--- src/design/lfu_pkg.sv ---
// ============================================================================
// lfu_pkg
// Shared types and constants for the LFU cache with LRU tie-break.
// ============================================================================
package lfu_pkg;

  localparam int unsigned ENTRIES_DEF    = 16;
  localparam int unsigned COUNT_BITS_DEF = 16;

  localparam int unsigned DATA_W  = 32;
  localparam int unsigned CFG_W   = 5;

  localparam logic [CFG_W-1:0]  CAP_RESET  = 5'd16;
  localparam logic [DATA_W-1:0] MISS_VALUE = 32'hFFFF_FFFF;

  localparam logic ACT_GET = 1'b0;
  localparam logic ACT_PUT = 1'b1;

  typedef enum logic [2:0] {
    ST_IDLE,
    ST_MATCH,
    ST_RESOLVE,
    ST_SCAN,
    ST_WRITE
  } lfu_state_t;

  typedef enum logic [1:0] {
    CELL_HOLD,
    CELL_TOUCH,
    CELL_REPLACE,
    CELL_INSERT
  } cell_op_t;

  typedef struct packed {
    cell_op_t op;
    logic     write_value;
  } cell_ctl_t;

endpackage

--- src/design/lfu_cell.sv ---
// ============================================================================
// lfu_cell
// One cache entry: key match, use count and recency update, and one stage of
// the victim / free-slot chain passed on to the next cell every cycle.
// ============================================================================
module lfu_cell #(
  parameter int unsigned ENTRIES    = lfu_pkg::ENTRIES_DEF,
  parameter int unsigned COUNT_BITS = lfu_pkg::COUNT_BITS_DEF,
  parameter int unsigned IDX        = 0,
  localparam int unsigned IDX_W     = (ENTRIES > 1) ? $clog2(ENTRIES) : 1
) (
  input  logic                        clk,
  input  logic                        rst_n,
  input  lfu_pkg::cell_ctl_t          ctl,
  input  logic signed [31:0]          req_key,
  input  logic signed [31:0]          req_value,
  input  logic [IDX_W-1:0]            ref_rank,
  input  logic [IDX_W-1:0]            target_idx,
  input  logic                        prev_vfound,
  input  logic [COUNT_BITS-1:0]       prev_vcount,
  input  logic [IDX_W-1:0]            prev_vrank,
  input  logic [IDX_W-1:0]            prev_vidx,
  input  logic                        prev_ffound,
  input  logic [IDX_W-1:0]            prev_fidx,
  output logic                        vfound,
  output logic [COUNT_BITS-1:0]       vcount,
  output logic [IDX_W-1:0]            vrank,
  output logic [IDX_W-1:0]            vidx,
  output logic                        ffound,
  output logic [IDX_W-1:0]            fidx,
  output logic                        match,
  output logic [IDX_W-1:0]            hit_rank,
  output logic signed [31:0]          hit_value
);

  localparam logic [IDX_W-1:0] MY_IDX = IDX_W'(IDX);

  logic                    valid_r, valid_nxt;
  logic signed [31:0]      key_r, key_nxt;
  logic signed [31:0]      value_r, value_nxt;
  logic [COUNT_BITS-1:0]   count_r, count_nxt;
  logic [IDX_W-1:0]        rank_r, rank_nxt;
  logic                    match_r, match_nxt;

  logic                    vfound_r, vfound_nxt;
  logic [COUNT_BITS-1:0]   vcount_r, vcount_nxt;
  logic [IDX_W-1:0]        vrank_r, vrank_nxt;
  logic [IDX_W-1:0]        vidx_r, vidx_nxt;
  logic                    ffound_r, ffound_nxt;
  logic [IDX_W-1:0]        fidx_r, fidx_nxt;

  logic                    own_better;
  logic                    is_target;

  assign is_target = (target_idx == MY_IDX);
  assign match_nxt = valid_r && (key_r == req_key);

  // entry update
  always_comb begin
    valid_nxt = valid_r;
    key_nxt   = key_r;
    value_nxt = value_r;
    count_nxt = count_r;
    rank_nxt  = rank_r;
    unique case (ctl.op)
      lfu_pkg::CELL_HOLD: begin
      end
      lfu_pkg::CELL_TOUCH: begin
        if (match_r) begin
          rank_nxt = '0;
          if (count_r != '1) begin
            count_nxt = count_r + COUNT_BITS'(1);
          end
          if (ctl.write_value) begin
            value_nxt = req_value;
          end
        end else if (valid_r && (rank_r < ref_rank)) begin
          rank_nxt = rank_r + IDX_W'(1);
        end
      end
      lfu_pkg::CELL_REPLACE,
      lfu_pkg::CELL_INSERT: begin
        if (is_target) begin
          valid_nxt = 1'b1;
          key_nxt   = req_key;
          value_nxt = req_value;
          count_nxt = COUNT_BITS'(1);
          rank_nxt  = '0;
        end else if (valid_r &&
                     ((ctl.op == lfu_pkg::CELL_INSERT) || (rank_r < ref_rank))) begin
          rank_nxt = rank_r + IDX_W'(1);
        end
      end
      default: begin
      end
    endcase
  end

  // chain stage: lowest count, then oldest; and a free slot
  assign own_better = !prev_vfound ||
                      (count_r < prev_vcount) ||
                      ((count_r == prev_vcount) && (rank_r > prev_vrank));

  always_comb begin
    if (valid_r && own_better) begin
      vfound_nxt = 1'b1;
      vcount_nxt = count_r;
      vrank_nxt  = rank_r;
      vidx_nxt   = MY_IDX;
    end else begin
      vfound_nxt = prev_vfound;
      vcount_nxt = prev_vcount;
      vrank_nxt  = prev_vrank;
      vidx_nxt   = prev_vidx;
    end
    if (!valid_r && !prev_ffound) begin
      ffound_nxt = 1'b1;
      fidx_nxt   = MY_IDX;
    end else begin
      ffound_nxt = prev_ffound;
      fidx_nxt   = prev_fidx;
    end
  end

  always_ff @(posedge clk) begin
    if (!rst_n) begin
      valid_r  <= 1'b0;
      match_r  <= 1'b0;
      vfound_r <= 1'b0;
      ffound_r <= 1'b0;
    end else begin
      valid_r  <= valid_nxt;
      match_r  <= match_nxt;
      vfound_r <= vfound_nxt;
      ffound_r <= ffound_nxt;
    end
  end

  always_ff @(posedge clk) begin
    key_r    <= key_nxt;
    value_r  <= value_nxt;
    count_r  <= count_nxt;
    rank_r   <= rank_nxt;
    vcount_r <= vcount_nxt;
    vrank_r  <= vrank_nxt;
    vidx_r   <= vidx_nxt;
    fidx_r   <= fidx_nxt;
  end

  assign vfound    = vfound_r;
  assign vcount    = vcount_r;
  assign vrank     = vrank_r;
  assign vidx      = vidx_r;
  assign ffound    = ffound_r;
  assign fidx      = fidx_r;
  assign match     = match_r;
  assign hit_rank  = match_r ? rank_r : '0;
  assign hit_value = match_r ? value_r : '0;

endmodule

--- src/design/lfu_cache.sv ---
// ============================================================================
// lfu_cache
// Key-value cache, least-frequently-used replacement, LRU among equal counts.
// ----------------------------------------------------------------------------
// Request: pulse start with in_action (0 get, 1 put), in_key, in_value while
// busy is low. busy rises the cycle after and stays high until the result.
// Result: out_valid is high for exactly one cycle with out_hit,
// out_read_value (stored value on a get hit, -1 otherwise) and out_evicted.
// The receiver cannot stall; busy drops in the cycle the result shows, so a
// new request can be issued in that same cycle.
// States after accept: a hit, a get miss or a put at zero capacity pass match
// and resolve; a put that misses adds the victim search (scan), which moves
// one cell per cycle along the row, and then write.
// Configuration: cfg_capacity_in_use is written on cfg_valid & cfg_ready
// (ready while idle). Values above ENTRIES act as ENTRIES; 0 stores nothing.
// Reset (rst_n low, synchronous) empties the cache and sets the capacity to
// 16. No clearing pass is needed.
// ============================================================================
module lfu_cache #(
  parameter int unsigned ENTRIES    = lfu_pkg::ENTRIES_DEF,
  parameter int unsigned COUNT_BITS = lfu_pkg::COUNT_BITS_DEF
) (
  input  logic                     clk,
  input  logic                     rst_n,
  input  logic                     start,
  output logic                     busy,
  input  logic                     in_action,
  input  logic signed [31:0]       in_key,
  input  logic signed [31:0]       in_value,
  output logic                     out_valid,
  output logic                     out_hit,
  output logic signed [31:0]       out_read_value,
  output logic                     out_evicted,
  input  logic                     cfg_valid,
  output logic                     cfg_ready,
  input  logic [lfu_pkg::CFG_W-1:0] cfg_capacity_in_use
);

  localparam int unsigned IDX_W = (ENTRIES > 1) ? $clog2(ENTRIES) : 1;
  localparam int unsigned OCC_W = $clog2(ENTRIES + 1);
  localparam int unsigned CAP_W = (OCC_W > lfu_pkg::CFG_W) ? OCC_W : lfu_pkg::CFG_W;

  lfu_pkg::lfu_state_t state_r, state_nxt;

  logic                       req_put_r;
  logic signed [31:0]         req_key_r;
  logic signed [31:0]         req_value_r;
  logic [lfu_pkg::CFG_W-1:0]  capacity_r;
  logic [OCC_W-1:0]           occ_r, occ_nxt;
  logic [IDX_W-1:0]           scan_cnt_r, scan_cnt_nxt;

  logic                       out_valid_r, out_valid_nxt;
  logic                       out_hit_r, out_hit_nxt;
  logic signed [31:0]         out_read_value_r, out_read_value_nxt;
  logic                       out_evicted_r, out_evicted_nxt;

  lfu_pkg::cell_ctl_t         cell_ctl;
  logic [IDX_W-1:0]           ref_rank;
  logic [IDX_W-1:0]           target_idx;

  logic [ENTRIES-1:0]         c_vfound;
  logic [COUNT_BITS-1:0]      c_vcount [ENTRIES];
  logic [IDX_W-1:0]           c_vrank  [ENTRIES];
  logic [IDX_W-1:0]           c_vidx   [ENTRIES];
  logic [ENTRIES-1:0]         c_ffound;
  logic [IDX_W-1:0]           c_fidx   [ENTRIES];
  logic [ENTRIES-1:0]         c_match;
  logic [IDX_W-1:0]           c_hit_rank  [ENTRIES];
  logic signed [31:0]         c_hit_value [ENTRIES];

  logic [IDX_W-1:0]           hit_rank;
  logic signed [31:0]         hit_value;
  logic                       any_hit;
  logic [CAP_W-1:0]           cap_eff;
  logic                       cap_zero;
  logic                       full;
  logic                       accept;

  assign accept    = start && !busy;
  assign busy      = (state_r != lfu_pkg::ST_IDLE);
  assign cfg_ready = !busy;

  always_comb begin
    cap_eff = (CAP_W'(capacity_r) > CAP_W'(ENTRIES)) ? CAP_W'(ENTRIES) : CAP_W'(capacity_r);
  end
  assign cap_zero = (cap_eff == '0);
  assign full     = (CAP_W'(occ_r) >= cap_eff);

  always_comb begin
    hit_rank  = '0;
    hit_value = '0;
    for (int i = 0; i < ENTRIES; i++) begin
      hit_rank  = hit_rank | c_hit_rank[i];
      hit_value = hit_value | c_hit_value[i];
    end
  end
  assign any_hit = |c_match;

  // next state
  always_comb begin
    state_nxt = state_r;
    unique case (state_r)
      lfu_pkg::ST_IDLE: begin
        if (accept) begin
          state_nxt = lfu_pkg::ST_MATCH;
        end
      end
      lfu_pkg::ST_MATCH: begin
        state_nxt = lfu_pkg::ST_RESOLVE;
      end
      lfu_pkg::ST_RESOLVE: begin
        if (!any_hit && req_put_r && !cap_zero) begin
          state_nxt = lfu_pkg::ST_SCAN;
        end else begin
          state_nxt = lfu_pkg::ST_IDLE;
        end
      end
      lfu_pkg::ST_SCAN: begin
        if (scan_cnt_r == '0) begin
          state_nxt = lfu_pkg::ST_WRITE;
        end
      end
      lfu_pkg::ST_WRITE: begin
        state_nxt = lfu_pkg::ST_IDLE;
      end
      default: begin
        state_nxt = lfu_pkg::ST_IDLE;
      end
    endcase
  end

  // outputs and cell commands
  always_comb begin
    cell_ctl.op          = lfu_pkg::CELL_HOLD;
    cell_ctl.write_value = req_put_r;
    ref_rank             = hit_rank;
    target_idx           = c_fidx[ENTRIES-1];
    occ_nxt              = occ_r;
    scan_cnt_nxt         = scan_cnt_r;
    out_valid_nxt        = 1'b0;
    out_hit_nxt          = out_hit_r;
    out_read_value_nxt   = out_read_value_r;
    out_evicted_nxt      = out_evicted_r;
    unique case (state_r)
      lfu_pkg::ST_IDLE: begin
      end
      lfu_pkg::ST_MATCH: begin
        scan_cnt_nxt = IDX_W'(ENTRIES - 1);
      end
      lfu_pkg::ST_RESOLVE: begin
        if (any_hit) begin
          cell_ctl.op = lfu_pkg::CELL_TOUCH;
        end
        if (any_hit || !req_put_r || cap_zero) begin
          out_valid_nxt      = 1'b1;
          out_hit_nxt        = any_hit;
          out_read_value_nxt = (any_hit && (req_put_r == lfu_pkg::ACT_GET)) ?
                               hit_value : lfu_pkg::MISS_VALUE;
          out_evicted_nxt    = 1'b0;
        end
      end
      lfu_pkg::ST_SCAN: begin
        scan_cnt_nxt = scan_cnt_r - IDX_W'(1);
      end
      lfu_pkg::ST_WRITE: begin
        out_valid_nxt      = 1'b1;
        out_hit_nxt        = 1'b0;
        out_read_value_nxt = lfu_pkg::MISS_VALUE;
        if (full) begin
          cell_ctl.op     = lfu_pkg::CELL_REPLACE;
          ref_rank        = c_vrank[ENTRIES-1];
          target_idx      = c_vidx[ENTRIES-1];
          out_evicted_nxt = 1'b1;
        end else begin
          cell_ctl.op     = lfu_pkg::CELL_INSERT;
          occ_nxt         = occ_r + OCC_W'(1);
          out_evicted_nxt = 1'b0;
        end
      end
      default: begin
      end
    endcase
  end

  always_ff @(posedge clk) begin
    if (!rst_n) begin
      state_r     <= lfu_pkg::ST_IDLE;
      occ_r       <= '0;
      scan_cnt_r  <= '0;
      capacity_r  <= lfu_pkg::CAP_RESET;
      out_valid_r <= 1'b0;
    end else begin
      state_r     <= state_nxt;
      occ_r       <= occ_nxt;
      scan_cnt_r  <= scan_cnt_nxt;
      out_valid_r <= out_valid_nxt;
      if (cfg_valid && cfg_ready) begin
        capacity_r <= cfg_capacity_in_use;
      end
    end
  end

  always_ff @(posedge clk) begin
    out_hit_r        <= out_hit_nxt;
    out_read_value_r <= out_read_value_nxt;
    out_evicted_r    <= out_evicted_nxt;
    if (accept) begin
      req_put_r   <= in_action;
      req_key_r   <= in_key;
      req_value_r <= in_value;
    end
  end

  assign out_valid      = out_valid_r;
  assign out_hit        = out_hit_r;
  assign out_read_value = out_read_value_r;
  assign out_evicted    = out_evicted_r;

  for (genvar g = 0; g < ENTRIES; g++) begin : g_cell
    logic                  p_vfound;
    logic [COUNT_BITS-1:0] p_vcount;
    logic [IDX_W-1:0]      p_vrank;
    logic [IDX_W-1:0]      p_vidx;
    logic                  p_ffound;
    logic [IDX_W-1:0]      p_fidx;

    if (g == 0) begin : g_head
      assign p_vfound = 1'b0;
      assign p_vcount = '0;
      assign p_vrank  = '0;
      assign p_vidx   = '0;
      assign p_ffound = 1'b0;
      assign p_fidx   = '0;
    end else begin : g_link
      assign p_vfound = c_vfound[g-1];
      assign p_vcount = c_vcount[g-1];
      assign p_vrank  = c_vrank[g-1];
      assign p_vidx   = c_vidx[g-1];
      assign p_ffound = c_ffound[g-1];
      assign p_fidx   = c_fidx[g-1];
    end

    lfu_cell #(
      .ENTRIES    (ENTRIES),
      .COUNT_BITS (COUNT_BITS),
      .IDX        (g)
    ) u_cell (
      .clk         (clk),
      .rst_n       (rst_n),
      .ctl         (cell_ctl),
      .req_key     (req_key_r),
      .req_value   (req_value_r),
      .ref_rank    (ref_rank),
      .target_idx  (target_idx),
      .prev_vfound (p_vfound),
      .prev_vcount (p_vcount),
      .prev_vrank  (p_vrank),
      .prev_vidx   (p_vidx),
      .prev_ffound (p_ffound),
      .prev_fidx   (p_fidx),
      .vfound      (c_vfound[g]),
      .vcount      (c_vcount[g]),
      .vrank       (c_vrank[g]),
      .vidx        (c_vidx[g]),
      .ffound      (c_ffound[g]),
      .fidx        (c_fidx[g]),
      .match       (c_match[g]),
      .hit_rank    (c_hit_rank[g]),
      .hit_value   (c_hit_value[g])
    );
  end

endmodule
--- config.mk ---
export PLATFORM = sky130hd
export DESIGN_NAME = lfu_cache
export DESIGN_NICKNAME = d
export VERILOG_FILES = /design/src/design/lfu_pkg.sv /design/src/design/lfu_cell.sv /design/src/design/lfu_cache.sv
export SDC_FILE = /design/constraint.sdc
export NUM_CORES = 2
export LEC_CHECK = 0
export ABC_AREA = 1
export BUFFER_PORTS_ARGS = -buffer_cell sky130_fd_sc_hd__buf_2
export CAP_MARGIN = 20
export CORE_MARGIN = 4
export CORE_UTILIZATION = 45
export CTS_CLUSTER_DIAMETER = 200
export DETAILED_ROUTE_END_ITERATION = 16
export GPL_ROUTABILITY_DRIVEN = 0
export HOLD_SLACK_MARGIN = 0.02
export PLACE_DENSITY_LB_ADDON = 0.2
export SYNTH_ARGS = -nofsm -noshare
export SYNTH_HDL_FRONTEND = slang
export SYNTH_HIERARCHICAL = 1
export SYNTH_SLANG_ARGS = --single-unit
--- constraint.sdc ---
create_clock -name clk -period 7.2 [get_ports clk]
set_clock_uncertainty 0.15 [all_clocks]
set_input_delay 0.36 -clock clk [delete_from_list [all_inputs] [get_ports clk]]
set_output_delay 0.36 -clock clk [all_outputs]
set_load 0.01 [all_outputs]
[Yosys cells after proc, flatten, opt, wreduce, memory -nomap -nowiden]
Cells that the tools add are included.
W data, S select, Z words.
Storage, ports and cells
  bits in registers: 1925
  bits in latches: 0
  bits in writable memories: 0
  bits in read-only memories: 0
  bits of input ports: 74
  output and inout bits: 37
  word-level logic and storage cells: 1046
  memories kept: 0
Cells by class
  add/subtract/negate cells: 34
  multiply operators: 0
  divide/modulo/power cells: 0
  order comparisons: 48
  eq/ne operators: 153
  shift-type cells: 0
  mux-type cells: 309
  bitwise logic cells: 32
  reduce and logical (&&, ||, !) cells: 272
Operators with widths (number)
  $mux W32: 51
  $pmux W32 S2: 17
  $mux W16: 62
  $eq A32 B32 Y1: 16
  $pmux W16 S2: 16
  $or A32 B32 Y32: 15
  $mux W4: 99
  $add A16 B1 Y16 const B: 16
  $ne A16 B16 Y1 const B: 16
  $eq A16 B16 Y1: 15
  $lt A16 B16 Y1: 15
  $pmux W4 S2: 17
  $reduce_and A4 Y1: 32
  $logic_and A1 B1 Y1: 98
  $ne A2 B1 Y1 const B: 48
  $ne A3 B1 Y1 const B: 32
  $add A4 B1 Y4 const B: 16
  $lt A4 B4 Y1: 16
  $gt A4 B4 Y1: 15
  $or A4 B4 Y4: 15
  $logic_not A1 Y1: 49
  $logic_or A1 B1 Y1: 48
  $reduce_and A3 Y1: 16
  $mux W1: 38
  29 further kinds: 70

[Logic depth before layout (Yosys ltp)]
  depth in word-level cells: 24
  depth in mapped cells: 22
  depth with buffers taken out: 21

[Modules after synthesis]
The synthesis kept the hierarchy.
By module, submodules not included
  lfu_cell at g_cell[1].u_cell ...: instances 3, cells each 583, area an instance 5497.8 um^2, seq. area each 3163.0 um^2
  lfu_cell at g_cell[10].u_cell ...: instances 3, cells each 583, area an instance 5472.7 um^2, seq. area each 3163.0 um^2
  lfu_cell at g_cell[5].u_cell ...: instances 2, cells each 584, area an instance 5509.0 um^2, seq. area each 3163.0 um^2
  lfu_cell at g_cell[13].u_cell ...: instances 2, cells each 582, area an instance 5485.3 um^2, seq. area each 3163.0 um^2
  lfu_cache: instances 1, cells each 499, area an instance 5491.5 um^2, seq. area each 3333.2 um^2
  lfu_cell at g_cell[0].u_cell: instances 1, cells each 583, area an instance 5491.5 um^2, seq. area each 3163.0 um^2
  lfu_cell at g_cell[7].u_cell: instances 1, cells each 583, area an instance 5480.3 um^2, seq. area each 3163.0 um^2
  lfu_cell at g_cell[11].u_cell: instances 1, cells each 589, area an instance 5474.0 um^2, seq. area each 3163.0 um^2
  lfu_cell at g_cell[15].u_cell: instances 1, cells each 586, area an instance 5471.5 um^2, seq. area each 3163.0 um^2
  lfu_cell at g_cell[8].u_cell: instances 1, cells each 576, area an instance 5461.5 um^2, seq. area each 3163.0 um^2
  lfu_cell at g_cell[9].u_cell: instances 1, cells each 573, area an instance 5442.7 um^2, seq. area each 3163.0 um^2

[Worst setup path after synthesis]
Ideal clock, no wire load.
  path kind: reg2reg
  start point: reg capacity_r[0] in the netlist's numbering
  end point: reg g_cell[4].u_cell.count_r[0], enable pin
  library setup time: 394 ps
  data arrival time: 4649 ps
  data required time: 6656 ps
  slack: 2007 ps
  stages on the path, launching flop included: 20
  path buffers: 1
  clock period less this slack: 5193 ps
  cell sequence: dfxtp_1 > nor2_1 > nand3_1 > nand2_1 > nand2_1 > ha_1 > nand2_1 > o21bai_2 > nand2_2 > nor2_4 > nand2_1 > nand2_2 > buf_6 > nand2_1 > nand2_1 > nor2_1 > nand3b_1 > nor2_1 > inv_1 > a21oi_1
On the way
  elaborated cells between the ends (all ways): 17
  classes of those cells: 2 x order compare; 7 x eq/ne; 5 x mux; 3 x reduce/logical
RTL lines
  from (decl): line lfu_cache.sv:48  | logic [lfu_pkg::CFG_W-1:0] capacity_r;
  from (signal assigned): line lfu_cache.sv:190  | capacity_r <= lfu_pkg::CAP_RESET;
  from (signal assigned): line lfu_cache.sv:198  | capacity_r <= cfg_capacity_in_use;
  $gt A5 B5 Y1: line lfu_cache.sv:84  | cap_eff = (CAP_W'(capacity_r) > CAP_W'(ENTRIES)) ? CAP_W'(ENTRIES) : CAP_W'(capacity_r);
  $mux W5 *: line lfu_cache.sv:84
  $ge A5 B5 Y1 *: line lfu_cache.sv:87  | assign full = (CAP_W'(occ_r) >= cap_eff);
  $mux W4 *: line lfu_cache.sv:169  | if (full) begin
  $mux W4 *: line lfu_cache.sv:144  | unique case (state_r)
  net target_idx[1]: line lfu_cache.sv:59  | logic [IDX_W-1:0] target_idx;
  $eq A4 B3 Y1 *: line lfu_cell.sv:55  | assign is_target = (target_idx == MY_IDX);
  $ne A2 B1 Y1 (no line) *
  $reduce_and A4 Y1 (no line) *
  to (signal assigned): line lfu_cell.sv:142  | count_r <= count_nxt;
  to (decl): line lfu_cell.sv:41  | logic [COUNT_BITS-1:0] count_r, count_nxt;
The timed path passes the listed nets; every way through them passes the cells marked *.
A chain may end at the register's enable or synchronous reset.

[Worst setup path after layout]
  start point: reg capacity_r[1] in the netlist's numbering
  end point: reg g_cell[7].u_cell.value_r[9], enable pin
On the way
  elaborated cells between the ends (all ways): 17
  classes of those cells: 2 x order compare; 7 x eq/ne; 5 x mux; 3 x reduce/logical
RTL lines
  $gt A5 B5 Y1: line lfu_cache.sv:84
  $mux W5 *: line lfu_cache.sv:84
  $ge A5 B5 Y1 *: line lfu_cache.sv:87
  $mux W4 *: line lfu_cache.sv:169
  $mux W4 *: line lfu_cache.sv:144
  net target_idx[2]: line lfu_cache.sv:59
  $eq A4 B3 Y1 *: line lfu_cell.sv:55
  $ne A2 B1 Y1 (no line) *
  $reduce_and A4 Y1 (no line) *
  to (signal assigned): line lfu_cell.sv:141  | value_r <= value_nxt;
  to (decl): line lfu_cell.sv:40  | logic signed [31:0] value_r, value_nxt;
Marked as above.

==> flow_metrics.env <==
export IMPL_grt_use_total_pct=23.4
export IMPL_grt_pass1_vias=64700
export IMPL_rrSetupSlack_ps=1740
export IMPL_startpoint="capacity_r[1]"
export IMPL_final_hold_viol_count=0
export IMPL_cp_start_kind="register"
export IMPL_status="complete, no violations"
export IMPL_wl_per_cell_um=19.4
export IMPL_pin_count=111
export IMPL_die_w_um=462
export IMPL_seqPwrFrac_pct=50.9
export IMPL_num_vias=66900
export IMPL_p_int_uw=19300
export IMPL_hp_start="in_value[30]"
export IMPL_hold_class="primary input to register"
export IMPL_cts_hold_buf=104
export IMPL_post_cts_buffers=0
export IMPL_syn_cell_area_sq_um=92600
export IMPL_crit_path_end_kind="register"
export IMPL_setup_tns_ps=0
export IMPL_fin_nets=10600
export IMPL_period_minus_slack_ps=5460
export IMPL_h_tree_depth=4
export IMPL_rsz0062_at_grt="no"
export IMPL_slew_headroom_pct=17.8
export IMPL_synthCells=9749
export IMPL_grt_overflow=0
export IMPL_rr_startpoint="capacity_r[1]"
export IMPL_hold_worst_slack_ps=88.3
export IMPL_dr_pass1_iters=7
export IMPL_cp_arrival_ps=5750
export IMPL_leakage_uw=0.0478
export IMPL_coreArea_sq_um=205000
export IMPL_worst_pin_slew_ps=1230
export IMPL_cts_root_buffer="clkbuf_16"
export IMPL_layout_drive_gt1_share_pct=8.81
export IMPL_max_cap_violations=0
export IMPL_final_common_cell="nand2_1"
export IMPL_grt_antenna_before_repair=9
export IMPL_p_per_area_nw_per_um2=243
export IMPL_syn2layout_area_growth_pct=12.5
export IMPL_cts_num_sinks=1955
export IMPL_switching_share_pct=23.9
export IMPL_max_freq_mhz=183
export IMPL_drv_slew=0
export IMPL_regArea_sq_um=53600
export IMPL_multi_input_area_sq_um=31100
export IMPL_ant_nets=0
export IMPL_rows=166
export IMPL_fin_crit_sh_pct=75.9
export IMPL_grt_pass1_wl_um=382000
export IMPL_layout_common_cells="2324 x nand2_1, 1815 x inv_1, 1443 x edfxtp_1"
export IMPL_avgSynthCellArea_sq_um=9.50
export IMPL_num_fill_cells=18400
export IMPL_drc_errors=0
export IMPL_ir_drop_v=0.000259
export IMPL_start_util_pct=45.2
export IMPL_numCtsBuffers=202
export IMPL_io_buffers=110
export IMPL_finalSetupViolations=0
export IMPL_drt_iter0_drc=5689
export IMPL_clk_pin_slew_worst_paths_ps=60
export IMPL_critical_path_class="register to register"
export IMPL_insertion_delay_ps=850
export IMPL_routed_via_density=5.15
export IMPL_utilization_pct=50.9
export IMPL_power_switching_uw=6060
export IMPL_die_area_sq_um=213000
export IMPL_cts_repair_resize_count=0
export IMPL_crit_required_ps=7490
export IMPL_pwr_share_comb_pct=7.2
export IMPL_wl_um=252000
export IMPL_dpl_hpwl_um=170000
export IMPL_yosysWarnings=6
export IMPL_grt_max_degree=57
export IMPL_clkPwrFrac_pct=42.0
export IMPL_clk_path_buf_depth=3
export IMPL_cts_tree="done"
export IMPL_critical_path_max_fanout=33
export IMPL_die_y_um=462
==> final timing paths <==
check,to,cells past startpoint
worst max-delay path,g_cell[7].u_cell/value_r[9],18
worst min-delay path,req_value_r[30],2
worst max register to register,g_cell[7].u_cell/value_r[9],18
worst min register to register,g_cell[7].u_cell/fidx[3],2
==> metrics by stage <==
| step | std cells | power [uW] | setup WS (ps) | area (sq um) |
|---|---|---|---|---|
| after floorplan | 9799 | 14000 | 2010 | 92800 |
| after global placement | 12500 | 14800 | 1860 | 96400 |
| after detailed placement | 12500 | 14900 | 1830 | 96400 |
| after CTS | 13000 | 25600 | 1790 | 104000 |
| after global routing | 13000 | 26200 | 1470 | 104000 |
| final | 13000 | 25300 | 1740 | 104000 |
==> power by group through the flow <==
stage	Clock, uW	Sequential, uW	Combinational, uW
final	10600	12900	1810
after detailed placement	0	13100	1760
after global routing	11300	12900	2020
after floorplan	0	13100	920
after CTS	10900	12900	1820
after global placement	0	13100	1720
==> sequential cells by signal, indices dropped and copies added (netlist names), 3 cells and up <==
register / count
req_value_r: 32
g_cell.u_cell/count_r: 256
g_cell.u_cell/ffound: 15
req_key_r: 32
g_cell.u_cell/value_r: 512
g_cell.u_cell/vfound: 15
g_cell.u_cell/fidx: 64
scan_cnt_r: 4
g_cell.u_cell/vrank: 64
g_cell.u_cell/vcount: 240
state_r: 3
out_read_value: 32
g_cell.u_cell/valid_r: 16
g_cell.u_cell/vidx: 64
occ_r: 5
g_cell.u_cell/rank_r: 64
g_cell.u_cell/match: 16
g_cell.u_cell/key_r: 512
capacity_r: 5
==> critical path, cell delays in order (launching register included) <==
cell and delay [ps]:
dfxtp_1 320, nor2_1 150, nand3_1 110, nand2_1 90
nand2_1 60, ha_1 290, nand2_1 60, clkinv_1 40
nand4_1 220, nand2_1 240, nand2_2 180, inv_1 200
nand2_1 70, nand2_1 890, nand4_1 310, nor2_4 150
buf_4 410, inv_1 190, nand2_2 790
==> area by class of cell <==
type | count | share of cell area (%)
well taps | 2688 | 3.23
inverters | 1860 | 6.71
clock inverters | 104 | 1.05
flip-flops and latches | 1955 | 51.4
multi-input cells | 5778 | 29.9
repair buffers | 319 | 2.27
diodes | 5 | 0.0120
clock buffers | 275 | 5.44
==> layer usage <==
layer	global-route usage [%]	up-vias	wire, um
met3	3.18	436	15000
met5	0	-	30
met2	38.8	1940	119000
met1	31.6	32000	110000
met4	7.86	4	8860
li1	-	32500	-
Power figures use the tool's default switching activity.
